[src/rtl/twdt_pkg.sv]
package twdt_pkg;

   localparam int COUNT_BITS_DEFAULT = 20;
   localparam int DATA_BITS          = 32;
   localparam int OFFSET_BITS        = 5;
   localparam int KIND_BITS          = 2;
   localparam int STATUS_SHIFT       = 3;

   localparam logic [KIND_BITS-1:0] KIND_TICK  = 2'd0;
   localparam logic [KIND_BITS-1:0] KIND_WRITE = 2'd1;
   localparam logic [KIND_BITS-1:0] KIND_READ  = 2'd2;

   localparam logic [OFFSET_BITS-1:0] OFS_RESTART = 5'h04;
   localparam logic [OFFSET_BITS-1:0] OFS_ENABLE  = 5'h08;
   localparam logic [OFFSET_BITS-1:0] OFS_STATUS  = 5'h0C;
   localparam logic [OFFSET_BITS-1:0] OFS_BARK    = 5'h10;
   localparam logic [OFFSET_BITS-1:0] OFS_BITE    = 5'h14;

   typedef struct packed {
      logic [KIND_BITS-1:0]   kind;
      logic [OFFSET_BITS-1:0] reg_offset;
      logic [DATA_BITS-1:0]   write_data;
   } item_type;

   typedef struct packed {
      logic [DATA_BITS-1:0] read_data;
      logic                 bark_flag;
      logic                 bite_reset;
   } result_type;

endpackage

[src/rtl/two_stage_watchdog_timer.sv]
// Two-stage watchdog timer with a bark (sticky warning) and a bite (one-shot reset pulse).
// Request channel (req_*): one transaction per tick, register write or register read,
// qualified by req_valid and held while req_stall is high.
// Response channel (rsp_*): exactly one transaction per request, in order, carrying
// read data (zero unless a read), the bark level and the bite pulse.
// A request is held in the input register, its result in the response register; the
// counter, limit compares and register decode run combinationally between the two.
// Throughput: one transaction per cycle unless the receiver stalls.
// When the receiver stalls, the response holds and one more request is buffered in the
// input register; req_stall rises only once that register is full and cannot drain.
// Reset (synchronous): counter, enable, both limits and both flags clear, and both
// channels go empty.
module two_stage_watchdog_timer #(
   parameter int COUNT_BITS = twdt_pkg::COUNT_BITS_DEFAULT
) (
   input  logic                               clock,
   input  logic                               reset,
   input  logic                               req_valid,
   output logic                               req_stall,
   input  logic [twdt_pkg::KIND_BITS-1:0]     req_kind,
   input  logic [twdt_pkg::OFFSET_BITS-1:0]   req_reg_offset,
   input  logic [twdt_pkg::DATA_BITS-1:0]     req_write_data,
   output logic                               rsp_valid,
   input  logic                               rsp_stall,
   output logic [twdt_pkg::DATA_BITS-1:0]     rsp_read_data,
   output logic                               rsp_bark_flag,
   output logic                               rsp_bite_reset
);

   logic                 in_valid_ff, in_valid_in;
   twdt_pkg::item_type   item_ff;
   logic                 out_valid_ff, out_valid_in;
   twdt_pkg::result_type result_ff;
   twdt_pkg::result_type core_result;
   logic                 advance;
   logic                 req_take;

   assign advance   = in_valid_ff && (!out_valid_ff || !rsp_stall);
   assign req_stall = in_valid_ff && !advance;
   assign req_take  = req_valid && !req_stall;

   always_comb begin
      in_valid_in = in_valid_ff;
      if (req_take)     in_valid_in = 1'b1;
      else if (advance) in_valid_in = 1'b0;

      out_valid_in = out_valid_ff;
      if (advance)         out_valid_in = 1'b1;
      else if (!rsp_stall) out_valid_in = 1'b0;
   end

   twdt_core #(
      .COUNT_BITS (COUNT_BITS)
   ) u_core (
      .clock   (clock),
      .reset   (reset),
      .step_en (advance),
      .item    (item_ff),
      .result  (core_result)
   );

   always_ff @(posedge clock) begin
      if (reset) begin
         in_valid_ff  <= 1'b0;
         out_valid_ff <= 1'b0;
      end else begin
         in_valid_ff  <= in_valid_in;
         out_valid_ff <= out_valid_in;
      end
   end

   always_ff @(posedge clock) begin
      if (req_take) begin
         item_ff.kind       <= req_kind;
         item_ff.reg_offset <= req_reg_offset;
         item_ff.write_data <= req_write_data;
      end
      if (advance) result_ff <= core_result;
   end

   assign rsp_valid      = out_valid_ff;
   assign rsp_read_data  = result_ff.read_data;
   assign rsp_bark_flag  = result_ff.bark_flag;
   assign rsp_bite_reset = result_ff.bite_reset;

endmodule

[src/rtl/twdt_core.sv]
module twdt_core #(
   parameter int COUNT_BITS = twdt_pkg::COUNT_BITS_DEFAULT
) (
   input  logic                 clock,
   input  logic                 reset,
   input  logic                 step_en,
   input  twdt_pkg::item_type   item,
   output twdt_pkg::result_type result
);

   localparam logic [COUNT_BITS-1:0] CountMax = '1;

   logic [COUNT_BITS-1:0] count_ff, count_in;
   logic                  enable_ff, enable_in;
   logic [COUNT_BITS-1:0] bark_limit_ff, bark_limit_in;
   logic [COUNT_BITS-1:0] bite_limit_ff, bite_limit_in;
   logic                  bark_seen_ff, bark_seen_in;
   logic                  bite_fired_ff, bite_fired_in;

   logic [COUNT_BITS-1:0]          next_count;
   logic [COUNT_BITS-1:0]          sat_data;
   logic [twdt_pkg::DATA_BITS-1:0] rd_data;
   logic                           pulse;

   // limits clamp to the count range
   assign sat_data = (|item.write_data[twdt_pkg::DATA_BITS-1:COUNT_BITS]) ? CountMax
                   : item.write_data[COUNT_BITS-1:0];

   assign next_count = (count_ff != CountMax) ? count_ff + COUNT_BITS'(1) : count_ff;

   always_comb begin
      count_in      = count_ff;
      enable_in     = enable_ff;
      bark_limit_in = bark_limit_ff;
      bite_limit_in = bite_limit_ff;
      bark_seen_in  = bark_seen_ff;
      bite_fired_in = bite_fired_ff;
      rd_data       = '0;
      pulse         = 1'b0;
      unique case (item.kind)
         twdt_pkg::KIND_TICK: begin
            if (enable_ff) begin
               count_in = next_count;
               if (next_count >= bark_limit_ff) bark_seen_in = 1'b1;
               if (next_count >= bite_limit_ff && !bite_fired_ff) begin
                  bite_fired_in = 1'b1;
                  pulse         = 1'b1;
               end
            end
         end
         twdt_pkg::KIND_WRITE: begin
            unique case (item.reg_offset)
               twdt_pkg::OFS_RESTART: begin
                  if (item.write_data[0]) begin
                     count_in      = '0;
                     bark_seen_in  = 1'b0;
                     bite_fired_in = 1'b0;
                  end
               end
               twdt_pkg::OFS_ENABLE: enable_in     = item.write_data[0];
               twdt_pkg::OFS_BARK:   bark_limit_in = sat_data;
               twdt_pkg::OFS_BITE:   bite_limit_in = sat_data;
               default: ;
            endcase
         end
         twdt_pkg::KIND_READ: begin
            unique case (item.reg_offset)
               twdt_pkg::OFS_ENABLE: rd_data = twdt_pkg::DATA_BITS'(enable_ff);
               twdt_pkg::OFS_STATUS:
                  rd_data = twdt_pkg::DATA_BITS'(count_ff) << twdt_pkg::STATUS_SHIFT;
               twdt_pkg::OFS_BARK:   rd_data = twdt_pkg::DATA_BITS'(bark_limit_ff);
               twdt_pkg::OFS_BITE:   rd_data = twdt_pkg::DATA_BITS'(bite_limit_ff);
               default:              rd_data = '0;
            endcase
         end
         default: ;
      endcase
   end

   assign result.read_data  = rd_data;
   assign result.bark_flag  = bark_seen_in;
   assign result.bite_reset = pulse;

   always_ff @(posedge clock) begin
      if (reset) begin
         count_ff      <= '0;
         enable_ff     <= 1'b0;
         bark_limit_ff <= '0;
         bite_limit_ff <= '0;
         bark_seen_ff  <= 1'b0;
         bite_fired_ff <= 1'b0;
      end else if (step_en) begin
         count_ff      <= count_in;
         enable_ff     <= enable_in;
         bark_limit_ff <= bark_limit_in;
         bite_limit_ff <= bite_limit_in;
         bark_seen_ff  <= bark_seen_in;
         bite_fired_ff <= bite_fired_in;
      end
   end

endmodule

[config.mk]
export PLATFORM = sky130hd
export DESIGN_NAME = two_stage_watchdog_timer
export DESIGN_NICKNAME = d
export VERILOG_FILES = /design/src/rtl/twdt_pkg.sv /design/src/rtl/two_stage_watchdog_timer.sv /design/src/rtl/twdt_core.sv
export SDC_FILE = /design/constraint.sdc
export NUM_CORES = 1
export LEC_CHECK = 0
export BUFFER_PORTS_ARGS = -buffer_cell sky130_fd_sc_hd__buf_2
export CAP_MARGIN = 10
export CORE_AREA = 2 2 91 159
export CTS_BUF_LIST = sky130_fd_sc_hd__clkbuf_16
export DETAILED_ROUTE_END_ITERATION = 16
export DIE_AREA = 0 0 93 161
export PLACE_DENSITY = 0.69
export SLEW_MARGIN = 15
export SYNTH_ARGS = -nofsm -noshare
export SYNTH_HDL_FRONTEND = slang
export SYNTH_SLANG_ARGS = --single-unit
[constraint.sdc]
create_clock -name clock -period 8.1 [get_ports clock]
set_input_delay 0.81 -clock clock [delete_from_list [all_inputs] [get_ports clock]]
set_output_delay 0.81 -clock clock [all_outputs]
set_load 0.1 [all_outputs]
==> results.sh <==
export IMPL_tns_ps=0
export IMPL_synthCells=682
export IMPL_fin_cells=924
export IMPL_fin_crit_ps=4020
export IMPL_cp_start_kind="flip-flop"
export IMPL_via_count=5352
export IMPL_p_leak_nw=2.84
export IMPL_cts_sinks=129
export IMPL_fin_nets=818
export IMPL_coreArea_um2=13700
export IMPL_cts_max_path_buffers=2
export IMPL_synth_area_per_cell_um2=9.86
export IMPL_slew_headroom_pct=25.9
export IMPL_postCtsHoldBufs=0
export IMPL_rr_startpoint="u_core.count_ff[1]$_SDFFE_PP0P_"
export IMPL_routabilityCongestion=0.949
export IMPL_combPwrFrac_pct=6.7
export IMPL_n_antenna_cell=0
export IMPL_finalMaxSlewViolations=0
export IMPL_end_kind="flip-flop"
export IMPL_seq_area_frac_synth_pct=47.9
export IMPL_dpl_hpwl_um=11900
export IMPL_dpl_cell_count=892
export IMPL_synth_enable_flop_cells=64
export IMPL_setup_worst_path_start="u_core.count_ff[1]$_SDFFE_PP0P_"
export IMPL_crit_arrival_ps=4160
export IMPL_fillers=1218
export IMPL_drive_gt1_share_pct=18.6
export IMPL_layout_commonest_cell="nor2_1"
export IMPL_min_from="u_core.bark_seen_ff$_SDFFE_PP0P_"
export IMPL_switching_share_pct=25.1
export IMPL_cts_buffers_inserted=17
export IMPL_area_growth_syn_to_layout_pct=14.7
export IMPL_final_cell_mix="nor2_1, buf_2, dfxtp_1"
export IMPL_htreeDepth=4
export IMPL_netlist_area_leader_share_pct=28.6
export IMPL_synth_distinct_cells=63
export IMPL_fmax_ghz=0.249
export IMPL_switching_power_mw=0.394
export IMPL_first_global_vias=5115
export IMPL_core_rowCount=57
export IMPL_seq_power_share_pct=45.2
export IMPL_firstDrtPassIters=5
export IMPL_initial_utilization_pct=49.1
export IMPL_grt_usage_pct=22.3
export IMPL_wl_per_cell_um=17.4
export IMPL_die_area_um2=15000
export IMPL_min_period_over_period_pct=49.7
export IMPL_antenna_found_initial=0
export IMPL_tightest_slew_ps=1110
export IMPL_grt_setup_unrepaired="false"
export IMPL_ys_warn_count=0
export IMPL_viasPerCell=5.79
export IMPL_setup_viol_count_final=0
export IMPL_clk_pin_slew_worst_paths_ps=60
export IMPL_critPathMaxFanout=11
export IMPL_synth_area_um2=6730
export IMPL_cts_root_buf="clkbuf_16"
export IMPL_grt_max_degree=50
export IMPL_io_pins=79
export IMPL_wl_um=16100
export IMPL_io_buffers=69
export IMPL_cts_resized=0
export IMPL_post_cts_buffers=0
export IMPL_path_class="flip-flop to flip-flop"
export IMPL_pwr_share_clk_pct=48.1
export IMPL_drv_cap=0
export IMPL_first_iter_violations=383
export IMPL_cts_tree="done"
export IMPL_ant_nets=0
export IMPL_hp_class="flip-flop to flip-flop"
export IMPL_drc=0
export IMPL_clock_latency_ps=410
export IMPL_grt_first_pass_wirelength_um=26100
export IMPL_die_y_um=161
export IMPL_die_x_um=93
export IMPL_gr_total_overflow=0
export IMPL_run_status="finished, final reports clean"
export IMPL_yosysTopAreaCell="edfxtp_1"
export IMPL_required_ps=8240
export IMPL_synthTopCellsByArea="edfxtp_1, dfxtp_1, ha_1"
export IMPL_ir_worst_vdd_mv=0.164
export IMPL_hold_viol=0
export IMPL_powerDensity_nw_per_um2=204
export IMPL_skew_ps=9.41
export IMPL_internal_power_mw=1.18
export IMPL_synth_seq_cells=129
export IMPL_synth_ff_type="dfxtp_1"
export IMPL_synth_async_reset_ratio_pct=0
==> registers in the layout (all words and copies together) (netlist names), 20 cells and up <==
name	flops
u_core.bark_limit_ff	20
u_core.count_ff	20
rsp_read_data	23
item_ff	39
u_core.bite_limit_ff	20
==> cell usage after synthesis, drive strengths merged, types with 3 or more instances <==
cell / number
o211ai: 4
dfxtp: 65
nor4: 4
nand2b: 3
or3: 6
a211oi: 42
edfxtp: 64
and3: 11
ha: 41
buf: 34
nand3: 23
o21a: 4
and2: 5
and4: 4
mux2i: 3
clkbuf: 18
o21ai: 19
a31oi: 5
nand2: 36
a41oi: 4
nand4: 7
nor3: 7
nor3b: 4
xnor2: 10
a22o: 20
a21oi: 31
inv: 44
xor2: 3
nor2b: 6
a22oi: 18
o31ai: 6
nor2: 103
==> routing by layer <==
layer	GRT usage, %	vias up	share of wire, %
met5	0	-	0
li1	-	2586	-
met2	39.1	199	52
met4	10.5	0	3.5
met3	3.87	42	4.8
met1	26.2	2525	40
==> power by group through the flow <==
stage	Combinational, mW	Sequential (mW)	Clock [mW]
floorplan	0.0436	0.766	0
global placement	0.105	0.724	0
detailed placement	0.106	0.725	0
CTS	0.106	0.711	0.769
global route	0.110	0.713	0.795
finish	0.106	0.711	0.756
==> critical path: stages, from the launching register on <==
cell and delay, ps:
dfxtp_1 450, ha_1 280, and3_1 270, nand3_1 200
nor2_1 630, xnor2_1 230, ha_1 310, nand2b_1 140
a2111oi_0 450, o31ai_1 150, a2111oi_0 500, o21ai_0 140
==> per-stage QoR <==
stage	power (mW)	util (%)	setup slack (ps)	hold slack, ps	area (µm²)
after floorplan	0.810	-	4410	442	6760
after global placement	0.829	52.0	4330	459	7130
after detailed placement	0.831	52.0	4130	475	7130
after CTS	1.59	56.3	4090	493	7710
after global routing	1.62	56.3	3780	532	7710
final	1.57	56.3	4080	494	7710
==> cell families (layout without fill, tap and decap cells) <==
group,count (synthesis),count (layout),synth area share [%]
AO/OA/AOI/OAI,172,172,19.5
XOR/XNOR,13,13,1.69
adder cells (fa/ha/maj),41,41,7.63
buffers and inverters,96,153,6.58
flip-flops,129,129,47.9
multiplexers,4,4,0.614
other,1,9,0.0558
AND/OR/NAND/NOR,226,226,16.0
==> area by class of cell <==
type / instances / area (µm²) / area share, %
Sequential cell: 129 / 3220 / 41.8
Multi-Input combinational cell: 465 / 3110 / 40.3
Inverter: 44 / 165 / 2.14
Clock inverter: 15 / 160 / 2.08
Clock buffer: 17 / 425 / 5.52
Timing Repair Buffer: 77 / 405 / 5.26
Tap cell: 177 / 221 / 2.87
==> worst paths after layout <==
check             slack (ps)                                to  cells after the start
setup / recovery        4080           rsp_bark_flag$_DFFE_PP_                     11
hold / removal           490  u_core.bark_seen_ff$_SDFFE_PP0P_                      2
setup reg to reg        4080           rsp_bark_flag$_DFFE_PP_                     11
hold reg to reg          490  u_core.bark_seen_ff$_SDFFE_PP0P_                      2
No activity file was read; power rests on OpenSTA's default activity.
